--- src/rtl/core/arle_pkg.sv ---
// Shared types and constants of the animation RLE decoder.
`timescale 1ns / 1ps
package arle_pkg;

  localparam int CFG_W     = 13;
  localparam int Q_DEPTH   = 4;
  localparam int Q_PTR_W   = $clog2(Q_DEPTH);
  localparam int POS_W     = 42;
  localparam logic [15:0] HDR_EXT_BIT = 16'h0008;
  localparam logic [7:0]  CODE_SKIP   = 8'h00;
  localparam logic [7:0]  CODE_EOL    = 8'hFF;

  typedef enum logic {
    CFG_FRAME_WIDTH  = 1'b0,
    CFG_FRAME_HEIGHT = 1'b1
  } cfg_idx_t;

  typedef enum logic [1:0] {
    OP_SET   = 2'd0,
    OP_ADD   = 2'd1,
    OP_WRITE = 2'd2,
    OP_DONE  = 2'd3
  } op_kind_t;

  typedef struct packed {
    op_kind_t    kind;
    logic [31:0] val;
    logic [7:0]  cnt;
    logic [31:0] argb;
  } op_t;

  typedef struct packed {
    logic valid;
    logic full;
  } q_stat_t;

  function automatic logic signed [POS_W-1:0] sat_pos(input logic signed [POS_W:0] v);
    logic signed [POS_W:0] lim;
    lim = (POS_W+1)'(64'sd1 << 40);
    if (v > lim) begin
      sat_pos = POS_W'(lim);
    end else if (v < -lim) begin
      sat_pos = POS_W'(-lim);
    end else begin
      sat_pos = v[POS_W-1:0];
    end
  endfunction

endpackage

--- src/rtl/core/arle_in_if.sv ---
// Input byte channel of the animation RLE decoder.
`timescale 1ns / 1ps
interface arle_in_if;
  logic       valid;
  logic       ready;
  logic [7:0] data_byte;
  logic       chunk_start;
  modport source (output valid, data_byte, chunk_start, input ready);
  modport sink (input valid, data_byte, chunk_start, output ready);
endinterface

--- src/rtl/core/arle_out_if.sv ---
// Pixel-write result channel of the animation RLE decoder.
`timescale 1ns / 1ps
interface arle_out_if;
  logic        valid;
  logic        ready;
  logic [23:0] pixel_index;
  logic [7:0]  pixel_count;
  logic [31:0] argb;
  logic        frame_done;
  logic        out_of_range;
  modport source (output valid, pixel_index, pixel_count, argb, frame_done, out_of_range,
                  input ready);
  modport sink (input valid, pixel_index, pixel_count, argb, frame_done, out_of_range,
                output ready);
endinterface

--- src/rtl/core/animation_rle_32bpp_decoder.sv ---
// Top level of the 32-bit animation RLE decoder.
//
//  channel  dir  handshake        payload
//  in_bus   in   valid/ready      data_byte[7:0], chunk_start
//  out_bus  out  valid/ready      pixel_index[23:0], pixel_count[7:0], argb[31:0],
//                                 frame_done, out_of_range
//  cfg      in   cfg_we           cfg_idx (0 width, 1 height), cfg_data[12:0]
//
// One byte per clock is taken while the op queue has room; each byte yields
// at most one op, and the write stage retires one op per clock while the
// output is not stalled, so the sustained rate is one byte per cycle. A
// result is registered when its op is popped from the queue head; a fill is
// one transfer. Reset (rst_n low, synchronous) empties the queue and output
// register and returns the parser to waiting for a chunk start. A stalled
// output fills the 4-entry queue, and only then is in_bus.ready dropped.
// Config takes effect once it is held in the frame size registers.
`timescale 1ns / 1ps
module animation_rle_32bpp_decoder import arle_pkg::*; #(
  parameter int MAX_WIDTH  = 4096,
  parameter int MAX_HEIGHT = 4096
) (
  input  logic             clk,
  input  logic             rst_n,
  arle_in_if.sink          in_bus,
  arle_out_if.source       out_bus,
  input  logic             cfg_we,
  input  logic             cfg_idx,
  input  logic [CFG_W-1:0] cfg_data
);

  logic [CFG_W-1:0] width_r, height_r;
  logic [CFG_W-1:0] eff_w, eff_h;
  logic             acc;
  logic             op_push, pop;
  op_t              push_op, head;
  q_stat_t          qstat;

  // Clamp registers to the configured maximum frame size.
  assign eff_w = (int'(width_r) > MAX_WIDTH) ? CFG_W'(MAX_WIDTH) : width_r;
  assign eff_h = (int'(height_r) > MAX_HEIGHT) ? CFG_W'(MAX_HEIGHT) : height_r;

  // Conservative: accept only when a queue slot is guaranteed.
  assign in_bus.ready = !qstat.full;
  assign acc          = in_bus.valid && in_bus.ready;

  always_ff @(posedge clk) begin
    if (!rst_n) begin
      width_r  <= CFG_W'(640);
      height_r <= CFG_W'(480);
    end else if (cfg_we) begin
      unique case (cfg_idx_t'(cfg_idx))
        CFG_FRAME_WIDTH:  width_r  <= cfg_data;
        CFG_FRAME_HEIGHT: height_r <= cfg_data;
        default: ;
      endcase
    end
  end

  arle_front u_front (
    .clk         (clk),
    .rst_n       (rst_n),
    .acc         (acc),
    .data_byte   (in_bus.data_byte),
    .chunk_start (in_bus.chunk_start),
    .eff_w       (eff_w),
    .eff_h       (eff_h),
    .op_push     (op_push),
    .op          (push_op)
  );

  arle_queue u_queue (
    .clk     (clk),
    .rst_n   (rst_n),
    .push    (op_push),
    .push_op (push_op),
    .pop     (pop),
    .head    (head),
    .stat    (qstat)
  );

  arle_back u_back (
    .clk        (clk),
    .rst_n      (rst_n),
    .eff_w      (eff_w),
    .eff_h      (eff_h),
    .head       (head),
    .head_valid (qstat.valid),
    .pop        (pop),
    .out_bus    (out_bus)
  );

endmodule

--- src/rtl/core/arle_front.sv ---
// Byte parser: header, line and code decoding into position, write and done ops.
`timescale 1ns / 1ps
module arle_front import arle_pkg::*; (
  input  logic             clk,
  input  logic             rst_n,
  input  logic             acc,
  input  logic [7:0]       data_byte,
  input  logic             chunk_start,
  input  logic [CFG_W-1:0] eff_w,
  input  logic [CFG_W-1:0] eff_h,
  output logic             op_push,
  output op_t              op
);

  typedef enum logic [2:0] {
    PH_WAIT, PH_SIZE, PH_HDR, PH_EXT, PH_LSKIP, PH_CODE, PH_SKIP, PH_PIX
  } phase_t;

  phase_t      phase_r, phase_nxt;
  logic [3:0]  hcnt_r, hcnt_nxt;
  logic [15:0] hword_r, hword_nxt;
  logic [15:0] start_r, start_nxt;
  logic [15:0] lines_r, lines_nxt;
  logic [30:0] rb_r, rb_nxt;
  logic        rb_load_r, rb_load_nxt;
  logic [28:0] prod_r;
  logic [7:0]  run_r, run_nxt;
  logic        fill_r, fill_nxt;
  logic [1:0]  pbc_r, pbc_nxt;
  logic [23:0] part_r, part_nxt;
  logic [30:0] rb_eff;
  logic [15:0] lines_dec;
  logic [31:0] argb_w;

  assign rb_eff    = rb_load_r ? {2'b0, prod_r} : rb_r;
  assign lines_dec = lines_r - 16'd1;
  assign argb_w    = {part_r[23:16], data_byte, part_r[7:0], part_r[15:8]};

  always_comb begin
    phase_nxt   = phase_r;
    hcnt_nxt    = hcnt_r;
    hword_nxt   = hword_r;
    start_nxt   = start_r;
    lines_nxt   = lines_r;
    rb_nxt      = rb_load_r ? {2'b0, prod_r} : rb_r;
    rb_load_nxt = 1'b0;
    run_nxt     = run_r;
    fill_nxt    = fill_r;
    pbc_nxt     = pbc_r;
    part_nxt    = part_r;
    op_push     = 1'b0;
    op          = '{kind: OP_SET, val: '0, cnt: '0, argb: '0};
    if (acc) begin
      if (chunk_start) begin
        phase_nxt = PH_SIZE;
        hcnt_nxt  = 4'd1;
      end else begin
        unique case (phase_r)
          PH_WAIT: ;
          PH_SIZE: begin
            hcnt_nxt = hcnt_r + 4'd1;
            if (hcnt_r >= 4'd3) begin
              phase_nxt = PH_HDR;
              hcnt_nxt  = 4'd0;
            end
          end
          PH_HDR: begin
            hword_nxt = {hword_r[7:0], data_byte};
            hcnt_nxt  = hcnt_r + 4'd1;
            if (hcnt_r >= 4'd1) begin
              hcnt_nxt = 4'd0;
              if ((hword_nxt & HDR_EXT_BIT) != 16'd0) begin
                phase_nxt = PH_EXT;
              end else begin
                start_nxt = 16'd0;
                lines_nxt = {3'b0, eff_h};
                rb_nxt    = '0;
                if (eff_h == '0) begin
                  op_push   = 1'b1;
                  op.kind   = OP_DONE;
                  phase_nxt = PH_WAIT;
                end else begin
                  phase_nxt = PH_LSKIP;
                end
              end
            end
          end
          PH_EXT: begin
            if (hcnt_r <= 4'd1) start_nxt = {start_r[7:0], data_byte};
            if (hcnt_r == 4'd4 || hcnt_r == 4'd5) lines_nxt = {lines_r[7:0], data_byte};
            hcnt_nxt = hcnt_r + 4'd1;
            if (hcnt_r >= 4'd7) begin
              hcnt_nxt    = 4'd0;
              rb_load_nxt = 1'b1;   // row base = start line * width, next cycle
              if (lines_r == 16'd0) begin
                op_push   = 1'b1;
                op.kind   = OP_DONE;
                phase_nxt = PH_WAIT;
              end else begin
                phase_nxt = PH_LSKIP;
              end
            end
          end
          PH_LSKIP: begin
            op_push   = 1'b1;
            op.kind   = OP_SET;
            op.val    = {1'b0, rb_eff} + {24'd0, data_byte} - 32'd1;
            phase_nxt = PH_CODE;
          end
          PH_SKIP: begin
            op_push   = 1'b1;
            op.kind   = OP_ADD;
            op.val    = {24'd0, data_byte};
            phase_nxt = PH_CODE;
          end
          PH_CODE: begin
            priority if (data_byte == CODE_SKIP) begin
              phase_nxt = PH_SKIP;
            end else if (data_byte == CODE_EOL) begin
              rb_nxt    = rb_eff + {18'd0, eff_w};
              lines_nxt = lines_dec;
              if (lines_dec == 16'd0) begin
                op_push   = 1'b1;
                op.kind   = OP_DONE;
                phase_nxt = PH_WAIT;
              end else begin
                phase_nxt = PH_LSKIP;
              end
            end else begin
              run_nxt   = data_byte[7] ? 8'd0 - data_byte : data_byte;
              fill_nxt  = data_byte[7];
              pbc_nxt   = 2'd0;
              phase_nxt = PH_PIX;
            end
          end
          PH_PIX: begin
            if (pbc_r != 2'd3) begin
              part_nxt = {part_r[15:0], data_byte};
              pbc_nxt  = pbc_r + 2'd1;
            end else begin
              pbc_nxt = 2'd0;
              op_push = 1'b1;
              op.kind = OP_WRITE;
              op.argb = argb_w;
              if (fill_r) begin
                op.cnt    = run_r;
                run_nxt   = 8'd0;
                phase_nxt = PH_CODE;
              end else begin
                op.cnt  = 8'd1;
                run_nxt = run_r - 8'd1;
                if (run_r == 8'd1) phase_nxt = PH_CODE;
              end
            end
          end
          default: ;
        endcase
      end
    end
  end

  always_ff @(posedge clk) begin
    prod_r <= 29'(start_r * eff_w);
    if (!rst_n) begin
      phase_r   <= PH_WAIT;
      hcnt_r    <= '0;
      hword_r   <= '0;
      start_r   <= '0;
      lines_r   <= '0;
      rb_r      <= '0;
      rb_load_r <= 1'b0;
      run_r     <= '0;
      fill_r    <= 1'b0;
      pbc_r     <= '0;
      part_r    <= '0;
    end else begin
      phase_r   <= phase_nxt;
      hcnt_r    <= hcnt_nxt;
      hword_r   <= hword_nxt;
      start_r   <= start_nxt;
      lines_r   <= lines_nxt;
      rb_r      <= rb_nxt;
      rb_load_r <= rb_load_nxt;
      run_r     <= run_nxt;
      fill_r    <= fill_nxt;
      pbc_r     <= pbc_nxt;
      part_r    <= part_nxt;
    end
  end

endmodule

--- src/rtl/core/arle_queue.sv ---
// Short op queue between the parser and the write stage.
`timescale 1ns / 1ps
module arle_queue import arle_pkg::*; (
  input  logic    clk,
  input  logic    rst_n,
  input  logic    push,
  input  op_t     push_op,
  input  logic    pop,
  output op_t     head,
  output q_stat_t stat
);

  op_t              mem_r [Q_DEPTH];
  logic [Q_PTR_W-1:0] wp_r, rp_r;
  logic [Q_PTR_W:0]   cnt_r;

  assign head       = mem_r[rp_r];
  assign stat.valid = (cnt_r != '0);
  assign stat.full  = (cnt_r == (Q_PTR_W+1)'(Q_DEPTH));

  always_ff @(posedge clk) begin
    if (push) mem_r[wp_r] <= push_op;
    if (!rst_n) begin
      wp_r  <= '0;
      rp_r  <= '0;
      cnt_r <= '0;
    end else begin
      if (push) wp_r <= wp_r + 1'b1;
      if (pop) rp_r <= rp_r + 1'b1;
      cnt_r <= cnt_r + (Q_PTR_W+1)'(push) - (Q_PTR_W+1)'(pop);
    end
  end

  a_no_overflow: assert property (@(posedge clk) disable iff (!rst_n)
    stat.full && !pop |-> !push) else $error("queue overflow");
  a_no_underflow: assert property (@(posedge clk) disable iff (!rst_n)
    pop |-> stat.valid) else $error("queue underflow");

endmodule

--- src/rtl/core/arle_back.sv ---
// Write stage: tracks pixel position, range-checks and registers results.
`timescale 1ns / 1ps
module arle_back import arle_pkg::*; (
  input  logic             clk,
  input  logic             rst_n,
  input  logic [CFG_W-1:0] eff_w,
  input  logic [CFG_W-1:0] eff_h,
  input  op_t              head,
  input  logic             head_valid,
  output logic             pop,
  arle_out_if.source       out_bus
);

  logic signed [POS_W-1:0] pos_r, pos_nxt;
  logic [25:0]             size_r;
  logic                    ov_r;
  logic [23:0]             idx_r;
  logic [7:0]              cnt_r;
  logic [31:0]             argb_r;
  logic                    done_r, oor_r;
  logic                    slot_free, emits;
  logic signed [POS_W:0]   sum_w;
  logic                    bad;

  assign slot_free = !ov_r || out_bus.ready;
  assign emits     = (head.kind == OP_WRITE) || (head.kind == OP_DONE);
  assign pop       = head_valid && (!emits || slot_free);

  always_comb begin
    sum_w   = '0;
    pos_nxt = pos_r;
    bad     = 1'b0;
    unique case (head.kind)
      OP_SET: pos_nxt = POS_W'($signed(head.val));
      OP_ADD: begin
        sum_w   = (POS_W+1)'(pos_r) + (POS_W+1)'(head.val) - (POS_W+1)'(1);
        pos_nxt = sat_pos(sum_w);
      end
      OP_WRITE: begin
        sum_w   = (POS_W+1)'(pos_r) + (POS_W+1)'(head.cnt);
        bad     = pos_r[POS_W-1] || (sum_w > $signed((POS_W+1)'(size_r)));
        pos_nxt = sat_pos(sum_w);
      end
      OP_DONE: ;
      default: ;
    endcase
  end

  always_ff @(posedge clk) begin
    size_r <= eff_w * eff_h;
    if (pop) pos_r <= pos_nxt;
    if (pop && emits) begin
      idx_r  <= (head.kind == OP_DONE) ? 24'd0 : pos_r[23:0];
      cnt_r  <= (head.kind == OP_DONE) ? 8'd0 : head.cnt;
      argb_r <= (head.kind == OP_DONE) ? 32'd0 : head.argb;
      done_r <= (head.kind == OP_DONE);
      oor_r  <= bad;
    end
    if (!rst_n) begin
      ov_r  <= 1'b0;
      pos_r <= '0;
    end else if (pop && emits) begin
      ov_r <= 1'b1;
    end else if (out_bus.ready) begin
      ov_r <= 1'b0;
    end
  end

  assign out_bus.valid        = ov_r;
  assign out_bus.pixel_index  = idx_r;
  assign out_bus.pixel_count  = cnt_r;
  assign out_bus.argb         = argb_r;
  assign out_bus.frame_done   = done_r;
  assign out_bus.out_of_range = oor_r;

  a_done_clean: assert property (@(posedge clk) disable iff (!rst_n)
    ov_r && done_r |-> cnt_r == 8'd0 && !oor_r && argb_r == 32'd0)
    else $error("done marker carries payload");
  a_write_count: assert property (@(posedge clk) disable iff (!rst_n)
    ov_r && !done_r |-> cnt_r != 8'd0) else $error("write with zero count");
  a_pos_bound: assert property (@(posedge clk) disable iff (!rst_n)
    pos_r <= $signed(POS_W'(64'sd1 << 40)) && pos_r >= -$signed(POS_W'(64'sd1 << 40)))
    else $error("position beyond saturation limit");
  a_pop_blocked: assert property (@(posedge clk) disable iff (!rst_n)
    ov_r && !out_bus.ready && head_valid && emits |-> !pop)
    else $error("result overwritten while held");

endmodule

--- src/flat_wrapper.sv ---
// flat-port wrapper written by rule: the top's interface ports become plain ports
module animation_rle_32bpp_decoder_flat import arle_pkg::*;
#(
  parameter int MAX_WIDTH  = 4096,
  parameter int MAX_HEIGHT = 4096
)
  (clk, rst_n, cfg_we, cfg_idx, cfg_data, in_bus_valid, in_bus_data_byte, in_bus_chunk_start, in_bus_ready, out_bus_valid, out_bus_pixel_index, out_bus_pixel_count, out_bus_argb, out_bus_frame_done, out_bus_out_of_range, out_bus_ready);
  arle_in_if in_bus_i ();
  arle_out_if out_bus_i ();
  input  logic clk;
  input  logic rst_n;
  input  logic cfg_we;
  input  logic cfg_idx;
  input  logic [CFG_W-1:0] cfg_data;
  input wire logic [$bits(in_bus_i.valid)-1:0] in_bus_valid;
  input wire logic [$bits(in_bus_i.data_byte)-1:0] in_bus_data_byte;
  input wire logic [$bits(in_bus_i.chunk_start)-1:0] in_bus_chunk_start;
  output wire logic [$bits(in_bus_i.ready)-1:0] in_bus_ready;
  output wire logic [$bits(out_bus_i.valid)-1:0] out_bus_valid;
  output wire logic [$bits(out_bus_i.pixel_index)-1:0] out_bus_pixel_index;
  output wire logic [$bits(out_bus_i.pixel_count)-1:0] out_bus_pixel_count;
  output wire logic [$bits(out_bus_i.argb)-1:0] out_bus_argb;
  output wire logic [$bits(out_bus_i.frame_done)-1:0] out_bus_frame_done;
  output wire logic [$bits(out_bus_i.out_of_range)-1:0] out_bus_out_of_range;
  input wire logic [$bits(out_bus_i.ready)-1:0] out_bus_ready;
  assign in_bus_i.valid = in_bus_valid;
  assign in_bus_i.data_byte = in_bus_data_byte;
  assign in_bus_i.chunk_start = in_bus_chunk_start;
  assign in_bus_ready = in_bus_i.ready;
  assign out_bus_valid = out_bus_i.valid;
  assign out_bus_pixel_index = out_bus_i.pixel_index;
  assign out_bus_pixel_count = out_bus_i.pixel_count;
  assign out_bus_argb = out_bus_i.argb;
  assign out_bus_frame_done = out_bus_i.frame_done;
  assign out_bus_out_of_range = out_bus_i.out_of_range;
  assign out_bus_i.ready = out_bus_ready;
  animation_rle_32bpp_decoder #(.MAX_WIDTH(MAX_WIDTH), .MAX_HEIGHT(MAX_HEIGHT)) u_core (.clk(clk), .rst_n(rst_n), .in_bus(in_bus_i), .out_bus(out_bus_i), .cfg_we(cfg_we), .cfg_idx(cfg_idx), .cfg_data(cfg_data));
endmodule
--- config.mk ---
export PLATFORM = sky130hd
export DESIGN_NAME = animation_rle_32bpp_decoder_flat
export DESIGN_NICKNAME = d
export VERILOG_FILES = /design/src/rtl/core/arle_pkg.sv /design/src/rtl/core/arle_in_if.sv /design/src/rtl/core/arle_out_if.sv /design/src/rtl/core/animation_rle_32bpp_decoder.sv /design/src/rtl/core/arle_front.sv /design/src/rtl/core/arle_queue.sv /design/src/rtl/core/arle_back.sv /design/src/flat_wrapper.sv
export SDC_FILE = /design/constraint.sdc
export NUM_CORES = 2
export LEC_CHECK = 0
export ABC_AREA = 1
export BUFFER_PORTS_ARGS = -buffer_cell sky130_fd_sc_hd__buf_4
export CAP_MARGIN = 20
export CORE_UTILIZATION = 40
export DETAILED_ROUTE_END_ITERATION = 8
export GPL_ROUTABILITY_DRIVEN = 0
export PLACE_DENSITY_LB_ADDON = 0.12
export SLEW_MARGIN = 40
export SYNTH_ARGS = -nofsm -noshare
export SYNTH_HDL_FRONTEND = slang
export SYNTH_SLANG_ARGS = --single-unit
export TNS_END_PERCENT = 5
--- constraint.sdc ---
create_clock -name clk -period 6.55 [get_ports clk]
set_input_delay 1.31 -clock clk [delete_from_list [all_inputs] [get_ports clk]]
set_output_delay 1.31 -clock clk [all_outputs]
set_load 0.005 [all_outputs]
==> impl_metrics.ini <==
[synthesis]
ys.flop_type = edfxtp_1
ys_warn_count = 0
async_flop_share = 0
synth_seq_cells = 601
yosysUniqueCellTypes = 55
yosysTopAreaCell = edfxtp_1
synthCells = 5949
netlist_area_sq_um = 46250
synth_nets = 6607
synth_top_area_frac = 0.2350
syn_area_per_cell_sq_um = 7.775
synth_edf_count = 362
yosysSeqAreaShare = 0.3385
ys_top_cells_by_area = edfxtp_1, fa_1, nand2_1, dfxtp_1, ha_1

[critical_path]
critPathLaunch = u_core.width_r[8]
cp-start-kind = flip-flop
required_ps = 7120
reg2regPathDepth = 25
worst-setup-path-type = flip-flop to flip-flop
crit_path_max_fanout = 11
timing.rr.start = u_core.width_r[8]
cp.arrival_ps = 6800
endpoint_kind = flip-flop

[pwr]
p_leak_nw = 24.13
vdd_drop_max_uv = 297.4
cellPowerDensity_nw_per_um2 = 399.0

[clock_tree]
cts_buffers = 71
insertion_delay_ps = 670
path_clk_slew_ps = 60
cts_hold_buf = 0
cts.htree.levels = 3
cts_buffer_depth = 3
cts_tree = yes
cts_root_buffer = clkbuf_16
cts_sinks = 601

[detailed_routing]
drt_first_iter_violations = 3468
wirelength_mm = 147.3
vias = 39396
antenna_left = 0
post-route-drc-count = 17
wl_per_cell_microns = 19.35
viasPerCell = 5.175
dr.pass1.iters = 8

[min_path]
hold-path-cell-count = 2
min_from = u_core.u_front.part_r[17]
hold_path.class = flip-flop to flip-flop

[run_status]
outcome = complete, but fails checks
violations = design-rule violations

[timing]
maxSlewHeadroom = 0.4161
setup_viol = 0
finClkSkew_ps = 49.54
hold_slack_ps = 455.6
layout_min_cycle_time_ps = 6235
slew_viol_final = 0
worst_pin_slew_ps = 866.7
fmax_mhz = 160.4
hold_violations = 0
post-route-period-util = 0.9519

[finish]
layout_commonest_cell = nand2_1
regArea_sq_um = 15660
fin_util = 0.4520
fin_nets = 6700
area_growth_pct = 11.90
antenna_cells = 0
multi_input_area_sq_um = 26050
most-common-layout-cells = nand2_1, inv_1, nor2_1, a21oi_1, edfxtp_1
drive_above_1_share = 0.07048
fillerInstances = 11580

[grt]
grt_max_degree = 75
antenna_found_initial = 2
grt_pass1_wl_mm = 224.3
gr-total-overflow = 0
grt_pass1_vias = 37741
grtUsageTotal = 0.2511

[floorplanning]
start_util = 0.4039
ioPinCount = 96
die_x_microns = 342.0
die_y_microns = 342.0
core_sq_um = 114500
rows = 124
dieArea_sq_um = 117000

[job]
max_cap_viol_count = 0

[placed_design]
io_buffers = 95
dp_hpwl_mm = 113.4
==> final timing paths <==
| kind | slack, ps | to |
|---|---|---|
| worst max-delay path | 310 | u_core.u_front.prod_r[28] |
| worst min-delay path | 460 | u_core.u_front.part_r[17] |
| worst max register to register | 310 | u_core.u_front.prod_r[28] |
| worst min register to register | 460 | u_core.u_front.part_r[17] |
==> synth_stat cells, drive strengths merged, types with 32 or more instances <==
master / instances
a21oi: 435
a32o: 32
buf: 51
clkbuf: 151
dfxtp: 239
edfxtp: 362
fa: 280
ha: 350
inv: 1023
nand2: 1294
nand3: 212
nand4: 43
nor2: 793
nor3: 51
o21ai: 295
or2: 38
xor2: 69
==> critical path, stage by stage, from the launching register on <==
cell and delay [ps]:
dfxtp_1 340, nor4_2 300, nand3_1 160, nand2_4 150
nand2_1 80, clkinv_1 120, buf_4 240, nand2_1 100
fa_1 510, fa_1 530, fa_1 500, inv_1 60
fa_1 480, inv_1 50, fa_1 470, inv_1 40
ha_1 340, nand2_1 130, nor4_2 410, nand4_1 140
nand3_1 150, nand3_1 80, nand2_1 210, a31oi_2 150
o21ai_0 230, xor2_1 160
==> through the flow <==
stage | setup TNS [ps] | std cells | instance area [sq um] | setup WS (ps) | power [mW]
floorplan | 0 | 5949 | 46250 | 357.5 | 12.83
global placement | 0 | 7463 | 49050 | 179.6 | 16.43
detailed placement | 0 | 7464 | 49080 | 73.17 | 16.49
CTS | 0 | 7596 | 51450 | 6.431 | 20.56
global route | -30.33 | 7613 | 51760 | -23.70 | 22.44
finish | 0 | 7613 | 51760 | 314.8 | 20.65
==> where the power goes <==
group | total (mW) | leakage [nW] | internal, mW | switching, mW
clock | 3.99 | 1.16 | 2.25 | 1.74
sequential | 4.63 | 4.97 | 4.40 | 0.232
combinational | 12.0 | 18.0 | 3.80 | 8.24
total | 20.7 | 24.1 | 10.4 | 10.2
==> routing by layer <==
layer | track usage | up-vias | share of wire
met2 | 0.3934 | 1271 | 0.44
met1 | 0.3496 | 18727 | 0.45
li1 | - | 19158 | -
met5 | 0 | - | 0.000088
met3 | 0.04561 | 238 | 0.072
met4 | 0.08138 | 2 | 0.033
==> kinds of logic after synthesis <==
kind of cell | count (synthesis) | share of synthesized area
compound gates | 892 | 0.1070
simple gates | 2479 | 0.2173
flops | 601 | 0.3385
fa+ha+maj | 630 | 0.2159
buf+inv | 1247 | 0.1022
xor+xnor | 100 | 0.01910
==> timing repair <==
action                                  CTS  global route
setup buffers                             0            15
gates resized for setup                   0            32
endpoints found under the setup margin    0            14
==> final cells by class <==
type | count | area share
Timing Repair Buffer | 222 | 0.03534
Clock buffer | 95 | 0.03820
Tap cell | 1512 | 0.03655
Inverter | 1045 | 0.07637
Sequential cell | 601 | 0.3026
Multi-Input combinational cell | 4101 | 0.5034
Clock inverter | 37 | 0.007567
==> sequential cells by signal (all words and copies together) (netlist names), 2 cells and up, named ones only <==
| register | flops |
|---|---|
| u_core.u_queue.mem_r | 296 |
| u_core.u_back.pos_r | 42 |
| u_core.u_back.out_bus.argb | 32 |
| u_core.u_front.rb_r | 31 |
| u_core.u_front.prod_r | 29 |
| u_core.u_back.size_r | 26 |
| u_core.u_back.out_bus.pixel_index | 24 |
| u_core.u_front.part_r | 24 |
| u_core.u_front.lines_r | 16 |
| u_core.u_front.start_r | 16 |
| u_core.height_r | 13 |
| u_core.width_r | 13 |
| u_core.u_back.out_bus.pixel_count | 8 |
| u_core.u_front.run_r | 8 |
| u_core.u_front.hcnt_r | 4 |
| u_core.u_front.phase_r | 3 |
| u_core.u_queue.cnt_r | 3 |
| u_core.u_front.pbc_r | 2 |
| u_core.u_queue.rp_r | 2 |
| u_core.u_queue.wp_r | 2 |
(Power assumes the default switching activity.)
